===== src/hdl/nmatb_pkg.sv =====
// Shared types, codes and constants of the alarm timer bank.
package nmatb_pkg;

    localparam int NUM_TIMERS  = 4;
    localparam int COUNT_WIDTH = 12;
    localparam int SEL_WIDTH   = $clog2(NUM_TIMERS);
    localparam int OP_WIDTH    = 3;
    localparam int APB_DW      = 32;
    localparam int APB_AW      = SEL_WIDTH + 2;

    // operation codes; the remaining codes behave as a query
    localparam logic [OP_WIDTH-1:0] OP_TICK   = 3'd0;
    localparam logic [OP_WIDTH-1:0] OP_START  = 3'd1;
    localparam logic [OP_WIDTH-1:0] OP_CANCEL = 3'd2;
    localparam logic [OP_WIDTH-1:0] OP_CLEAR  = 3'd3;
    localparam logic [OP_WIDTH-1:0] OP_QUERY  = 3'd4;

    // register indexes
    localparam logic [SEL_WIDTH-1:0] REG_TYPICAL_PERIOD = 2'd0;
    localparam logic [SEL_WIDTH-1:0] REG_MAX_PERIOD     = 2'd1;
    localparam logic [SEL_WIDTH-1:0] REG_ERROR_PERIOD   = 2'd2;
    localparam logic [SEL_WIDTH-1:0] REG_SLEEP_PERIOD   = 2'd3;

    localparam logic [NUM_TIMERS-1:0][COUNT_WIDTH-1:0] PERIOD_RESET = {
        12'd500, 12'd100, 12'd26, 12'd10
    };

    typedef struct packed {
        logic                  valid;
        logic [OP_WIDTH-1:0]   op;
        logic [SEL_WIDTH-1:0]  sel;
    } t_cmd;

    typedef struct packed {
        logic                   en;
        logic [SEL_WIDTH-1:0]   idx;
        logic [COUNT_WIDTH-1:0] value;
    } t_cfg_wr;

    // packed so that the lowest bit is the selected flag
    typedef struct packed {
        logic [NUM_TIMERS-1:0] running_mask;
        logic [NUM_TIMERS-1:0] expired_mask;
        logic                  selected_timed_out;
    } t_result;

    localparam int RES_WIDTH  = $bits(t_result);
    localparam int OUT_TDATA_W = ((RES_WIDTH + 7) / 8) * 8;
    localparam int IN_TDATA_W  = ((OP_WIDTH + SEL_WIDTH + 7) / 8) * 8;

endpackage


===== src/hdl/nmatb_timer_bank.sv =====
// Timer state, period registers and the per-operation update of the bank.
module nmatb_timer_bank
    import nmatb_pkg::*;
(
    input  logic                                   i_clk,
    input  logic                                   i_rst_n,
    input  t_cmd                                   i_cmd,
    input  t_cfg_wr                                i_cfg,
    output t_result                                o_res,
    output logic [NUM_TIMERS-1:0][COUNT_WIDTH-1:0] o_periods
);

    logic [NUM_TIMERS-1:0][COUNT_WIDTH-1:0] r_period;
    logic [NUM_TIMERS-1:0][COUNT_WIDTH-1:0] r_count, n_count;
    logic [NUM_TIMERS-1:0]                  r_running, n_running;
    logic [NUM_TIMERS-1:0]                  r_flag, n_flag;
    logic [COUNT_WIDTH-1:0]                 inc;

    always_comb begin
        n_count   = r_count;
        n_running = r_running;
        n_flag    = r_flag;
        inc       = '0;
        if (i_cmd.valid) begin
            case (i_cmd.op)
                OP_TICK: begin
                    for (int i = 0; i < NUM_TIMERS; i++) begin
                        inc = r_count[i] + 1'b1;
                        if (!r_running[i]) begin
                            n_count[i] = '0;
                        end else if (inc >= r_period[i] || inc == '0) begin
                            n_count[i]   = '0;
                            n_flag[i]    = 1'b1;
                            n_running[i] = 1'b0;
                        end else begin
                            n_count[i] = inc;
                        end
                    end
                end
                OP_START: begin
                    n_running[i_cmd.sel] = 1'b1;
                    n_count[i_cmd.sel]   = '0;
                    n_flag[i_cmd.sel]    = 1'b0;
                end
                OP_CANCEL: begin
                    n_running[i_cmd.sel] = 1'b0;
                    n_count[i_cmd.sel]   = '0;
                    n_flag[i_cmd.sel]    = 1'b0;
                end
                OP_CLEAR: begin
                    n_flag[i_cmd.sel] = 1'b0;
                end
                default: begin
                end
            endcase
        end
    end

    always_ff @(posedge i_clk) begin
        if (!i_rst_n) begin
            r_count   <= '0;
            r_running <= '0;
            r_flag    <= '0;
            r_period  <= PERIOD_RESET;
        end else begin
            r_count   <= n_count;
            r_running <= n_running;
            r_flag    <= n_flag;
            if (i_cfg.en) begin
                r_period[i_cfg.idx] <= i_cfg.value;
            end
        end
    end

    // result reflects the state after this operation
    assign o_res.running_mask       = n_running;
    assign o_res.expired_mask       = n_flag;
    assign o_res.selected_timed_out = n_flag[i_cmd.sel];
    assign o_periods                = r_period;

endmodule


===== src/hdl/network_mgmt_alarm_timer_bank_core.sv =====
// Top level of the one-shot alarm timer bank: stream ports, APB registers, result buffer.
//
// Four one-shot alarm timers (typical, maximum, error, wait-bus-sleep). Each
// word on the slave stream is one operation: tick (every running timer counts
// one; a timer whose count reaches its period drops to zero, sets its timeout
// flag and stops), start, cancel, clear flag or query on the selected timer.
// Every word yields exactly one result word with the selected timer's flag and
// the expired and running masks as they stand after the operation. The update
// is a single pass of compare and increment logic on the timer registers, so
// an operation is accepted in every cycle while s_tready is high; its result
// is registered into a two-word result buffer (output register plus skid
// register) that decouples the sides: s_tready falls only when both are
// full. Periods sit at APB byte addresses 0, 4, 8 and 12 (12 bits, reset
// 10, 26, 100, 500); write them only while the bank is idle.
module network_mgmt_alarm_timer_bank_core
    import nmatb_pkg::*;
(
    input  logic                   i_clk,
    input  logic                   i_rst_n,
    // slave stream
    input  logic                   s_tvalid,
    output logic                   s_tready,
    input  logic [IN_TDATA_W-1:0]  s_tdata,   // [2:0] operation, [4:3] timer_select
    // master stream
    output logic                   m_tvalid,
    input  logic                   m_tready,
    output logic [OUT_TDATA_W-1:0] m_tdata,   // [0] selected_timed_out, [4:1] expired_mask,
                                              // [8:5] running_mask
    // APB configuration port
    input  logic                   psel,
    input  logic                   penable,
    input  logic                   pwrite,
    input  logic [APB_AW-1:0]      paddr,
    input  logic [APB_DW-1:0]      pwdata,
    output logic [APB_DW-1:0]      prdata,
    output logic                   pready
);

    t_cmd    cmd;
    t_cfg_wr cfg;
    t_result bank_res;
    logic [NUM_TIMERS-1:0][COUNT_WIDTH-1:0] periods;

    logic    accept;
    logic    pop;
    logic    r_out_valid;
    t_result r_out_data;
    logic    r_skid_valid;
    t_result r_skid_data;

    // ready as long as the skid register is free
    assign s_tready = !r_skid_valid;
    assign accept   = s_tvalid && s_tready;
    assign pop      = r_out_valid && m_tready;

    assign cmd.valid = accept;
    assign cmd.op    = s_tdata[OP_WIDTH-1:0];
    assign cmd.sel   = s_tdata[OP_WIDTH+SEL_WIDTH-1:OP_WIDTH];

    // APB: always ready, write at the access phase
    assign pready    = 1'b1;
    assign cfg.en    = psel && penable && pwrite;
    assign cfg.idx   = paddr[APB_AW-1:2];
    assign cfg.value = pwdata[COUNT_WIDTH-1:0];
    assign prdata    = {{(APB_DW-COUNT_WIDTH){1'b0}}, periods[paddr[APB_AW-1:2]]};

    nmatb_timer_bank u_bank (
        .i_clk     (i_clk),
        .i_rst_n   (i_rst_n),
        .i_cmd     (cmd),
        .i_cfg     (cfg),
        .o_res     (bank_res),
        .o_periods (periods)
    );

    // result buffer: head register feeds the master stream, skid catches a
    // word accepted while the head is stalled
    always_ff @(posedge i_clk) begin
        if (!i_rst_n) begin
            r_out_valid  <= 1'b0;
            r_skid_valid <= 1'b0;
        end else if (pop || !r_out_valid) begin
            if (r_skid_valid) begin
                r_out_valid  <= 1'b1;
                r_skid_valid <= 1'b0;
            end else begin
                r_out_valid  <= accept;
            end
        end else if (accept) begin
            r_skid_valid <= 1'b1;
        end
    end

    always_ff @(posedge i_clk) begin
        if (pop || !r_out_valid) begin
            r_out_data <= r_skid_valid ? r_skid_data : bank_res;
        end else if (accept) begin
            r_skid_data <= bank_res;
        end
    end

    assign m_tvalid = r_out_valid;
    assign m_tdata  = {{(OUT_TDATA_W-RES_WIDTH){1'b0}}, r_out_data};

    // a full skid implies a word waiting at the head
    a_skid_needs_head: assert property (@(posedge i_clk) disable iff (!i_rst_n)
        r_skid_valid |-> r_out_valid)
        else $error("skid word held without a head word");

    // a timer never runs with its timeout flag set
    a_run_flag_exclusive: assert property (@(posedge i_clk) disable iff (!i_rst_n)
        accept |-> ((bank_res.running_mask & bank_res.expired_mask) == '0))
        else $error("timer running with timeout flag set");

    // a start leaves the selected timer running with its flag clear
    a_start_runs: assert property (@(posedge i_clk) disable iff (!i_rst_n)
        (accept && cmd.op == OP_START) |->
            (bank_res.running_mask[cmd.sel] && !bank_res.selected_timed_out))
        else $error("start did not arm the selected timer");

endmodule


===== config.mk =====
export PLATFORM = sky130hd
export DESIGN_NAME = network_mgmt_alarm_timer_bank_core
export DESIGN_NICKNAME = d
export VERILOG_FILES = /design/src/hdl/nmatb_pkg.sv /design/src/hdl/nmatb_timer_bank.sv /design/src/hdl/network_mgmt_alarm_timer_bank_core.sv
export SDC_FILE = /design/constraint.sdc
export NUM_CORES = 1
export LEC_CHECK = 0
export BUFFER_PORTS_ARGS = -buffer_cell sky130_fd_sc_hd__buf_2
export CORE_ASPECT_RATIO = 0.9
export CORE_MARGIN = 3
export CORE_UTILIZATION = 30
export DETAILED_ROUTE_END_ITERATION = 10
export GPL_ROUTABILITY_DRIVEN = 0
export PLACE_DENSITY = 0.44
export SLEW_MARGIN = 20
export SYNTH_ARGS = -nofsm -noshare
export SYNTH_HDL_FRONTEND = slang
export SYNTH_SLANG_ARGS = --single-unit

===== constraint.sdc =====
create_clock -name i_clk -period 4.5 [get_ports i_clk]
set_input_delay 0 -clock i_clk [delete_from_list [all_inputs] [get_ports i_clk]]
set_output_delay 0 -clock i_clk [all_outputs]
set_load 0.05 [all_outputs]

Yosys cells after proc, flatten, opt, wreduce, memory -nomap -nowiden:

Index checks and enable logic that the tools add are counted.

* logic and storage cells: 107
* register bits: 124

* $add $sub $neg: 4
* order comparisons: 8
* equality and inequality tests: 3
* bitwise logic cells: 8
* multiplexer cells: 42
* reductions and logical operators: 24

Operator list (count)
* $mux W12: 11
* $pmux W48 S2: 1
* $add A12 B1 Y12 const B: 4
* $and A48 B48 Y48: 1
* $bwmux W48: 1
* $demux W12 S2: 2
* $ge A12 B12 Y1: 4
* $logic_not A12 Y1: 4
* $not A48 Y48: 1
* $bmux W12 S2: 1
* $mux W1: 19
* $pmux W4 S3: 1
* $mux W9: 1
* $and A4 B4 Y4: 2
* $mux W4: 2
* $pmux W4 S2: 1
* $eq A3 B2 Y1 const B: 2
* $logic_and A1 B1 Y1: 6
* $lt A2 B3 Y1 const B: 2
* $logic_or A1 B1 Y1: 5
* $ge A2 B1 Y1 const B: 2
* $not A4 Y4: 1
* $or A4 B4 Y4: 1
* $reduce_and A2 Y1: 2
* other kinds (9): 12

Logic depth before layout (Yosys ltp):

Gate-level depths: netlist of the first run.

* word-level depth: 11
* mapped depth: 15

Cells and area by module:

A second synthesis of the first run with hierarchy kept.

* cells, all modules: 936
* area, all modules: 7925.1 sq um

Modules (own cells, without submodules)
* nmatb_timer_bank: sequential area each 2082.0 sq um, instances 1, cells an instance 854, area each 6677.7 sq um
* network_mgmt_alarm_timer_bank_core: sequential area each 580.6 sq um, instances 1, cells an instance 82, area each 1247.4 sq um

Least setup slack after synthesis of the first run:

Ideal clock, no wire load.

* path kind: reg-to-reg
* start: register u_bank.r_count[0] in the netlist's numbering
* end: register r_out_data, in the netlist m_tdata[5] (data pin)
* cell stages (with the launch flop): 14
* required time: 4.240 ns
* arrival time: 3.012 ns
* setup slack: 1.228 ns
* library setup time: 0.260 ns
* path through: dfxtp_1 nand3_4 or3_1 clkbuf_1 nor2_1 xor2_1 ha_1 nand4_1 or4_1 a21oi_1 a2111oi_2 a31oi_1 o22ai_1 mux2_2

RTL lines
* start, declared: RTL line nmatb_timer_bank.sv:14 `logic [NUM_TIMERS-1:0][COUNT_WIDTH-1:0] r_count, n_count;`
* start signal, assigned: RTL line nmatb_timer_bank.sv:66 `r_count <= n_count;`
* end signal, assigned: RTL line network_mgmt_alarm_timer_bank_core.sv:96 `r_out_data <= r_skid_valid ? r_skid_data : bank_res;`
* end, declared: RTL line network_mgmt_alarm_timer_bank_core.sv:47 `t_result r_out_data;`

==> results of run 1 <==
[sequential cells by signal (all words and copies together), names as in the netlist]
name,flops
u_bank.r_flag,4
m_tdata,9
r_skid_valid,1
u_bank.r_count,48
r_skid_data,9
m_tvalid,1
u_bank.o_periods,48
u_bank.r_running,4
[layout by cell type (no fill, tap or decap), types with 6 or more instances in the layout]
cell type and instances:
a21o_1 10, nand2b_1 17, o211ai_1 23, dlygate4sd3_1 14
buf_2 48, nand2_1 133, conb_1 28, inv_1 58
clkbuf_16 17, nand3_1 33, nor4_1 14, a22oi_1 14
dfxtp_1 106, nand4_1 20, ha_1 56, mux4_2 12
xnor2_1 18, a31oi_1 8, a21oi_1 69, o21ai_0 28
buf_4 13, or2_2 6, nor3_1 15, nor2_1 66
xor2_1 19, edfxtp_1 18, and2_1 10, or3_1 17
[cells by family after synthesis]
logic type               count (synthesis)
adder cells (fa/ha/maj)                 59
AND/OR/NAND/NOR                        368
AO/OA/AOI/OAI                          211
multiplexers                            21
XOR/XNOR                                37
flip-flops                             124
buffers and inverters                  142
other                                    2
[worst max-delay path, cell delays in order (launching register included)]
cell and delay [ns]:
dfxtp_1 0.54, ha_1 0.40, and3_1 0.30, nand4_1 0.14, xnor2_1 0.22, ha_1 0.32, nand4_1 0.11, or4_1 0.54
a21oi_1 0.20, a2111oi_2 0.08, buf_4 0.17, a31oi_1 0.16, o22ai_1 0.15, mux2_2 0.29
[where the power goes]
group          switching, mW  leakage (nW)  internal (mW)
registers            0.00822          1.05           1.14
clock network          0.579         0.301          0.882
logic                  0.193          2.46         0.0578
[final cells by class]
type	instances	area, sq um	area share (%)
well taps	348	435	4.73
flip-flops and latches	124	2660	28.9
inverters	59	221	2.41
repair buffers	75	478	5.19
multi-input cells	724	4790	52.1
clock inverters	15	185	2.01
clock buffers	17	425	4.62
[through the flow]
step           hold slack [ns]  utilization (%)
6_report                 0.105             35.1
5_1_grt                  0.124             35.1
4_1_cts                 0.0801             35.1
3_5_place_dp             0.303             32.3
3_3_place_gp             0.297             32.3
2_1_floorplan            0.136                -
[timing repair]
| item | 4_1_cts | 5_1_grt |
|---|---|---|
| setup endpoints to repair | 0 | 0 |
| hold endpoints to repair | 54 | 0 |
| hold buffers | 14 | 0 |
[worst max-delay path by stage]
stage / end / cells past startpoint
floorplan: m_tdata[5]$_DFFE_PP_ / 13
global placement: u_bank.r_count[42]$_SDFFE_PN0P_ / 12
detailed placement: m_tdata[5]$_DFFE_PP_ / 13
CTS: m_tdata[5]$_DFFE_PP_ / 13
global route: m_tdata[5]$_DFFE_PP_ / 13
finish: m_tdata[5]$_DFFE_PP_ / 13
[routing by layer]
metal  share of wire (%)  global-route usage [%]
met5                   0                       0
met4                 1.2                    4.18
met3                 2.6                    2.87
met2                  46                    24.8
met1                  51                    24.0
==> run_results.csv, run 1 <==
group,metric,value,unit
cells_and_area,synthToLayoutAreaGrowth,14.6,%
synthesis,synth_area_leader_cell,"dfxtp_1",
drt,via_per_inst,5.04,
timing,setup_tns,0,ns
synthesis,netlist_instances,964,
global_routing,grt_use_total,16.4,%
clock_tree,h-tree-depth,4,
timing,setup_slack,0.628,ns
clock_tree,cts_setup_buffers,0,
critical_path,reg2regPathDepth,13,
timing,final.setup_skew,0.0125,ns
timing,relSlewSlack,38.3,%
clock_tree,ctsLongestPathBuffers,2,
synthesis,synth_compound_area_share,17.4,%
placed_design,numPlacedInstances,1316,
synthesis,yosysSeqAreaShare,33.2,%
cells_and_area,fin_area,9200,sq um
synthesis,synth_top_family_by_area,"simple AND/OR/NAND/NOR gates",
critical_path,critical_path.max_fanout,10,
timing,setup-violations-final,0,
global_routing,antenna_found_initial,0,
drt,drt_pass1_iterations,5,
run_status,status,"finished clean",
drt,wl,23100,microns
cells_and_area,drive_above_1_share,14.0,%
timing,worst_slew_pin_slew,0.919,ns
drt,vias,6862,
global_routing,grt_pass1_vias,6421,
critical_path,startpoint_type,"register",
die,dieArea,28800,sq um
drt,drtIter0Drc,328,
synthesis,synth_simple_gate_area_share,23.2,%
global_routing,grt_overflow,0,
synthesis,muxShareOfSynthArea,4.63,%
placed_design,hpwlAfterDp,17200,microns
synthesis,synth-adder-area-share,9.10,%
synthesis,synth.most_common_cell,"nand2_1",
critical_path,rr_startpoint,"u_bank.r_count[0]$_SDFFE_PN0P_",
clock_tree,clock_latency,0.43,ns
pwr,p_total,2.86,mW
global_routing,grt_first_pass_wirelength,36900,microns
hold_path,hp-class,"input port to register",
synthesis,ys_async_sr_fraction,0,%
critical_path,arrival,4.05,ns
cells_and_area,nFillCells,2770,
placed_design,port_buffers,48,
synthesis,syn_area,8030,sq um
drt,route.detailed.drc,0,
cells_and_area,final_net_count,1108,
timing,fmax,258,MHz
hold_path,whs_path_depth,3,
clock_tree,clkSinkCount,124,
flow_run,cap_violations,0,
cells_and_area,antenna_cells,0,
timing,fin_crit_sh,86.1,%
clock_tree,clk_pin_slew,0.07,ns
placed_design,place_area,8450,sq um
synthesis,synth_edf_count,18,
global_routing,grt_max_degree,34,
pwr,irDropWorstVdd,0.000196,V
timing,min_period,3.87,ns
critical_path,r2r_slack,0.63,ns
hold_path,hold-path-endpoint,"r_skid_data[0]$_DFFE_PP_",
critical_path,required,4.68,ns
clock_tree,cts_root_buf,"clkbuf_16",
die,core-area,26200,sq um
cells_and_area,fin_cells,1362,
synthesis,yosys_most_used_dff,"dfxtp_1",
die,initial_core_util,30.6,%
critical_path,crit_start,"u_bank.r_count[0]$_SDFFE_PN0P_",
die,num_rows,56,
critical_path,critPathKind,"register to register",
die,fp.dieW,178,microns
hold_path,holdCritStartpoint,"s_tdata[3]",
timing,rsz0062_at_grt,"false",
synthesis,synth.avg_cell_area,8.33,sq um
critical_path,timing.rr.end,"m_tdata[5]$_DFFE_PP_",
pwr,power_density,310,nW/um^2
pwr,p_leak,3.81,nW
die,die_y,161,microns
synthesis,netlist.area_leader.share,26.4,%
placed_design,dp_slack,0.585,ns
drt,post_drt_wl_per_cell,17.0,microns
die,ios,102,
synthesis,ys_top_cells_by_count,"nand2_1, dfxtp_1, a21oi_1, nor2_1, inv_1",
timing,slew_violations,0,
timing,finalHoldViolCount,0,
clock_tree,cts_resized,0,
critical_path,end_kind,"register",
clock_tree,cts_buffers,17,
synthesis,synth_area_leaders,"dfxtp_1, ha_1, edfxtp_1, nand2_1, a21oi_1",
clock_tree,cts_tree,"done",
synthesis,ys_warn_count,0,
synthesis,synth_seq_cells,124,
drt,ant_nets,0,
synthesis,synth_cell_type_count,78,
synthesis,synth-xor-area-share,4.04,%
(Power assumes the default switching activity.)
==> inputs of run 2 (changes only) <==
Settings changed: CORE_MARGIN 3 to 2.
==> run 2 against run 1 <==
Net effect: count of clock-buffer cells in the layout is 1 higher; non-clock buffer count is 3 lower; power is 0.81% higher; final cell count is 0.22% lower; final area is 0.16% lower; setup slack better by 0.013 ns; sequential cell count stayed put; via count is 1.4% lower; first-iteration DRC count is 41% higher; combinational power hardly changed; critical path type unchanged; largest cell class unchanged; largest power group unchanged.
==> run_results.csv, run 2 (same netlist as run 1, synthesis figures left out) <==
group,metric,value,unit
run_status,status,"finished clean",
pwr,swShare,27.3,%
hold_path,hp-class,"input port to register",
clock_tree,h-tree-depth,4,
pwr,clockPowerShare,51.6,%
cells_and_area,utilization,35.1,%
placed_design,port_buffers,48,
global_routing,grtUsageMet2,24.9,%
critical_path,r2r_slack,0.64,ns
timing,min_period,3.86,ns
clock_tree,clkSinkCount,124,
clock_tree,ctsLongestPathBuffers,2,
cells_and_area,mostFrequentLayoutCell,"nand2_1",
global_routing,grt_use_met3,2.44,%
clock_tree,cts_buffers,17,
timing,worst_slew_pin_slew,0.926,ns
cells_and_area,fin_area,9190,sq um
timing,setup-violations-final,0,
die,core-area,26200,sq um
global_routing,gr-max-usage-layer,"met2",
die,fp.dieW,176,microns
clock_tree,cts_resized,0,
timing,setup_slack,0.641,ns
pwr,power.switching,0.786,mW
pwr,pwr-share-comb,8.6,%
cells_and_area,synthToLayoutAreaGrowth,14.4,%
clock_tree,cts_root_buf,"clkbuf_16",
pwr,power_frac_seq,39.8,%
critical_path,timing.rr.end,"u_bank.r_count[42]$_SDFFE_PN0P_",
die,initial_core_util,30.6,%
timing,finalHoldViolCount,0,
critical_path,arrival,4.19,ns
pwr,intPower,2.09,mW
clock_tree,cts_setup_buffers,0,
die,die_y,159,microns
pwr,p_leak,3.80,nW
die,num_rows,56,
global_routing,grtUsageMet1,23.7,%
cells_and_area,final_net_count,1105,
critical_path,required,4.83,ns
critical_path,critical_path.endpoint,"u_bank.r_count[42]$_SDFFE_PN0P_",
timing,setup_tns,0,ns
timing,fmax,259,MHz
cells_and_area,most-common-layout-cells,"nand2_1, dfxtp_1, a21oi_1",
global_routing,grt_max_degree,52,
global_routing,grt_pass1_vias,6202,
timing,relSlewSlack,37.6,%
pwr,p_total,2.88,mW
drt,ant_nets,0,
critical_path,rr_startpoint,"u_bank.r_count[36]$_SDFFE_PN0P_",
hold_path,holdCritStartpoint,"s_tdata[3]",
cells_and_area,drive_above_1_share,13.8,%
drt,drtIter0Drc,461,
timing,final.setup_skew,0.0139,ns
pwr,power_density,313,nW/um^2
critical_path,startpoint_type,"register",
placed_design,dp_slack,0.652,ns
critical_path,end_kind,"register",
clock_tree,cts_tree,"done",
critical_path,crit_start,"u_bank.r_count[36]$_SDFFE_PN0P_",
timing,slew_violations,0,
drt,post_drt_wl_per_cell,16.6,microns
critical_path,reg2regPathDepth,12,
cells_and_area,antenna_cells,0,
drt,wl,22500,microns
global_routing,antenna_found_initial,0,
pwr,irDropWorstVdd,0.000221,V
die,ios,102,
flow_run,cap_violations,0,
drt,route.detailed.drc,0,
critical_path,critical_path.max_fanout,14,
placed_design,hpwlAfterDp,16700,microns
critical_path,critPathKind,"register to register",
timing,rsz0062_at_grt,"false",
die,dieArea,28100,sq um
drt,vias,6764,
drt,via_per_inst,4.98,
global_routing,grt_use_total,16.2,%
global_routing,grt_overflow,0,
drt,drt_pass1_iterations,4,
clock_tree,clock_latency,0.42,ns
timing,fin_crit_sh,85.8,%
placed_design,place_area,8440,sq um
clock_tree,clk_pin_slew,0.07,ns
global_routing,grt_first_pass_wirelength,35600,microns
==> run 2: cell types whose count changed in the layout (fill, tap and decap cells not counted), sizes merged <==
cell	before	now
clkbuf	17	18
buf	61	59
clkinv	5	2
inv	65	66
dlygate4sd3	14	13
clkinvlp	1	2
==> run 2: layer usage <==
| metal | vias up | wire [microns] |
|---|---|---|
| li1 | 3471 | - |
| met1 | 3177 | 11400 |
| met2 | 100 | 10200 |
| met3 | 16 | 666 |
| met4 | 0 | 216 |
| met5 | - | 0 |
==> run 2: critical path, stage by stage (launching register included) <==
cell	delay, ns
dfxtp_1	0.50
ha_1	0.39
nand3_1	0.13
or3_1	0.34
nand2_1	0.12
ha_1	0.25
and3_1	0.18
a221oi_1	0.24
o21a_1	0.18
o21ai_0	0.31
nor3_4	0.64
o21ai_0	0.18
a311oi_1	0.29
==> run 2: cell type report <==
type                    instances  area, sq um
clock inverters                14          181
flip-flops and latches        124         2660
repair buffers                 72          453
inverters                      59          221
fillers                      2789        17000
multi-input cells             724         4790
well taps                     348          435
clock buffers                  18          439
==> run 2: repair_timing <==
item                                    CTS  global route
endpoints found under the hold margin    50             0
hold buffers                             13             0
endpoints found under the setup margin    0             0
==> run 2: power groups by stage <==
stage	registers (mW)	clock network, mW	logic [mW]
final	1.14	1.49	0.248
after global routing	1.15	1.56	0.264
after CTS	1.14	1.52	0.249
after detailed placement	1.17	0	0.240
after global placement	1.17	0	0.241
after floorplan	1.19	0	0.175
==> run 2: metrics by stage <==
stage               instances  hold WS (ns)
floorplan                 990         0.136
global placement         1314         0.298
detailed placement       1314         0.300
CTS                      1359        0.0800
global route             1359         0.118
finish                   1359        0.0917
==> run 2: worst min path at each step <==
| stage | endpoint | cells past startpoint | slack [ns] |
|---|---|---|---|
| 2_1_floorplan | u_bank.o_periods[10]$_SDFFE_PN0P_ | 2 | 0.14 |
| 3_3_place_gp | u_bank.o_periods[14]$_SDFFE_PN0P_ | 3 | 0.30 |
| 3_5_place_dp | u_bank.o_periods[2]$_SDFFE_PN0P_ | 3 | 0.30 |
| 4_1_cts | r_skid_data[0]$_DFFE_PP_ | 3 | 0.08 |
| 5_1_grt | u_bank.r_count[18]$_SDFFE_PN0P_ | 4 | 0.12 |
| 6_report | r_skid_data[0]$_DFFE_PP_ | 3 | 0.09 |
==> inputs of run 3 (changes only) <==
Settings changed: CAP_MARGIN set to 20, CTS_BUF_LIST set to sky130_fd_sc_hd__clkbuf_8.
Clock period 4.5 ns to 3.6 ns, I/O delays scaled along.
==> run 3 against run 2 <==
Net effect: die area is the same; wire length grew 3.7%; sequential cell count did not move.
==> run_results.csv, run 3 (same netlist as run 1, synthesis figures left out) <==
group,metric,value,unit
run_status,status,"finished clean",
global_routing,grt_pass1_vias,6561,
critical_path,critPathKind,"register to register",
die,fp.dieW,176,microns
critical_path,worstPathCellList,"nand2_1 > or3_4 > nor2_1 > xor2_1 > ha_1 > nand4_1 > or4_1 > a21oi_1 > a2111oi_2 > buf_4 > a31oi_1 > o22ai_1 > mux2_2",
clock_tree,clock_latency,0.45,ns
timing,fin_crit_sh,93.5,%
timing,whs,0.0525,ns
timing,fmax,297,MHz
clock_tree,ctsLongestPathBuffers,2,
placed_design,hpwlAfterDp,17300,microns
timing,setup_tns,0,ns
cells_and_area,antenna_cells,0,
critical_path,arrival,3.58,ns
critical_path,critPathSlowestCell,"or4_1",
drt,via_per_inst,4.98,
drt,wl,23400,microns
global_routing,grt_overflow,0,
clock_tree,cts_root_buf,"clkbuf_8",
flow_run,cap_violations,0,
timing,final.setup_skew,0.0166,ns
critical_path,rr_startpoint,"u_bank.r_count[8]$_SDFFE_PN0P_",
die,num_rows,56,
critical_path,startpoint_type,"register",
die,die_y,159,microns
global_routing,antenna_found_initial,0,
hold_path,hp-class,"input port to register",
global_routing,grt_max_degree,44,
critical_path,crit_path_max_incr_delay,0.53,ns
timing,finalHoldViolCount,0,
pwr,irDropWorstVdd,0.000145,V
hold_path,hold-path-endpoint,"r_skid_data[0]$_DFFE_PP_",
drt,drtIter0Drc,377,
timing,setup-violations-final,0,
drt,drt_pass1_iterations,7,
cells_and_area,final_net_count,1143,
critical_path,timing.rr.end,"m_tdata[5]$_DFFE_PP_",
critical_path,required,3.81,ns
timing,relSlewSlack,39.2,%
drt,post_drt_wl_per_cell,16.7,microns
clock_tree,clkSinkCount,124,
cells_and_area,utilization,35.5,%
global_routing,grt_first_pass_wirelength,37000,microns
pwr,power.switching,0.913,mW
clock_tree,cts_buffers,17,
die,ios,102,
hold_path,whs_path_depth,3,
pwr,p_leak,3.91,nW
clock_tree,cts_tree,"done",
pwr,pwr-share-comb,10.0,%
drt,vias,6962,
timing,rsz0062_at_grt,"false",
pwr,intPower,2.21,mW
critical_path,end_kind,"register",
timing,worst_slew_pin_slew,0.910,ns
placed_design,port_buffers,48,
critical_path,critical_path.max_fanout,5,
pwr,clockPowerShare,44.2,%
cells_and_area,mostFrequentLayoutCell,"nand2_1",
critical_path,r2r_slack,0.23,ns
cells_and_area,fin_area,9290,sq um
critical_path,reg2regPathDepth,13,
die,initial_core_util,30.6,%
critical_path,path_delay_family,"simple AND/OR/NAND/NOR gates",
die,core-area,26200,sq um
drt,route.detailed.drc,0,
clock_tree,h-tree-depth,4,
die,dieArea,28100,sq um
cells_and_area,drive_above_1_share,17.3,%
timing,slew_violations,0,
drt,ant_nets,0,
timing,min_period,3.37,ns
placed_design,place_area,8720,sq um
pwr,p_total,3.12,mW
global_routing,grt_use_total,16.8,%
pwr,power_frac_seq,45.8,%
clock_tree,cts_setup_buffers,0,
clock_tree,clk_pin_slew,0.09,ns
critical_path,path_buf_inv,1,
pwr,power_density,336,nW/um^2
cells_and_area,most-common-layout-cells,"nand2_1, dfxtp_1, a21oi_1",
cells_and_area,synthToLayoutAreaGrowth,15.8,%
hold_path,holdCritStartpoint,"s_tdata[3]",
pwr,swShare,29.2,%
[run 3: how the worst max path moves through the flow]
stage                                          from                    to  slack (ns)  cells after the start
floorplan            u_bank.r_count[0]$_SDFFE_PN0P_  m_tdata[5]$_DFFE_PP_        0.33                     13
global placement     u_bank.r_count[8]$_SDFFE_PN0P_  m_tdata[5]$_DFFE_PP_        0.17                     13
detailed placement   u_bank.r_count[8]$_SDFFE_PN0P_  m_tdata[5]$_DFFE_PP_        0.12                     13
CTS                  u_bank.r_count[8]$_SDFFE_PN0P_  m_tdata[5]$_DFFE_PP_        0.10                     13
global route        u_bank.r_count[25]$_SDFFE_PN0P_  m_tdata[7]$_DFFE_PP_        0.01                     12
finish               u_bank.r_count[8]$_SDFFE_PN0P_  m_tdata[5]$_DFFE_PP_        0.23                     13
[run 3: final cells by class]
type / instances / area [sq um]
well taps: 348 / 435
clock inverters: 14 / 186
fillers: 2763 / 16900
clock buffers: 18 / 248
repair buffers: 110 / 738
flip-flops and latches: 124 / 2670
inverters: 59 / 221
multi-input cells: 724 / 4800
[run 3: stage by stage]
step | cells | setup slack (ns)
finish | 1397 | 0.234
global route | 1397 | 0.0118
CTS | 1397 | 0.102
detailed placement | 1352 | 0.116
global placement | 1352 | 0.174
floorplan | 990 | 0.328
[run 3: worst min-delay path: cells and delay by family]
| family | cells | cell delay, ns |
|---|---|---|
| AO/OA/AOI/OAI | 1 | 0.14 |
| AND/OR/NAND/NOR | 1 | 0.07 |
| buffers and inverters | 1 | 0.20 |
[run 3: routing by layer]
layer,vias to the layer above,part of all wire [%],global-route usage [%]
met4,0,1.5,4.43
li1,3546,-,-
met2,114,45,26.0
met5,-,0,0
met3,17,3.5,2.72
met1,3285,50,24.0
[run 3: timing repair]
action	in CTS	in global routing
endpoints found under the hold margin	50	0
setup endpoints to repair	0	2
hold buffers	13	0
gates resized for setup	0	3
[run 3: power by group through the flow]
stage	combinational, mW	clock, mW	sequential, mW
finish	0.312	1.38	1.43
CTS	0.313	1.42	1.43
global route	0.333	1.48	1.43
floorplan	0.218	0	1.48
global placement	0.302	0	1.46
detailed placement	0.301	0	1.46
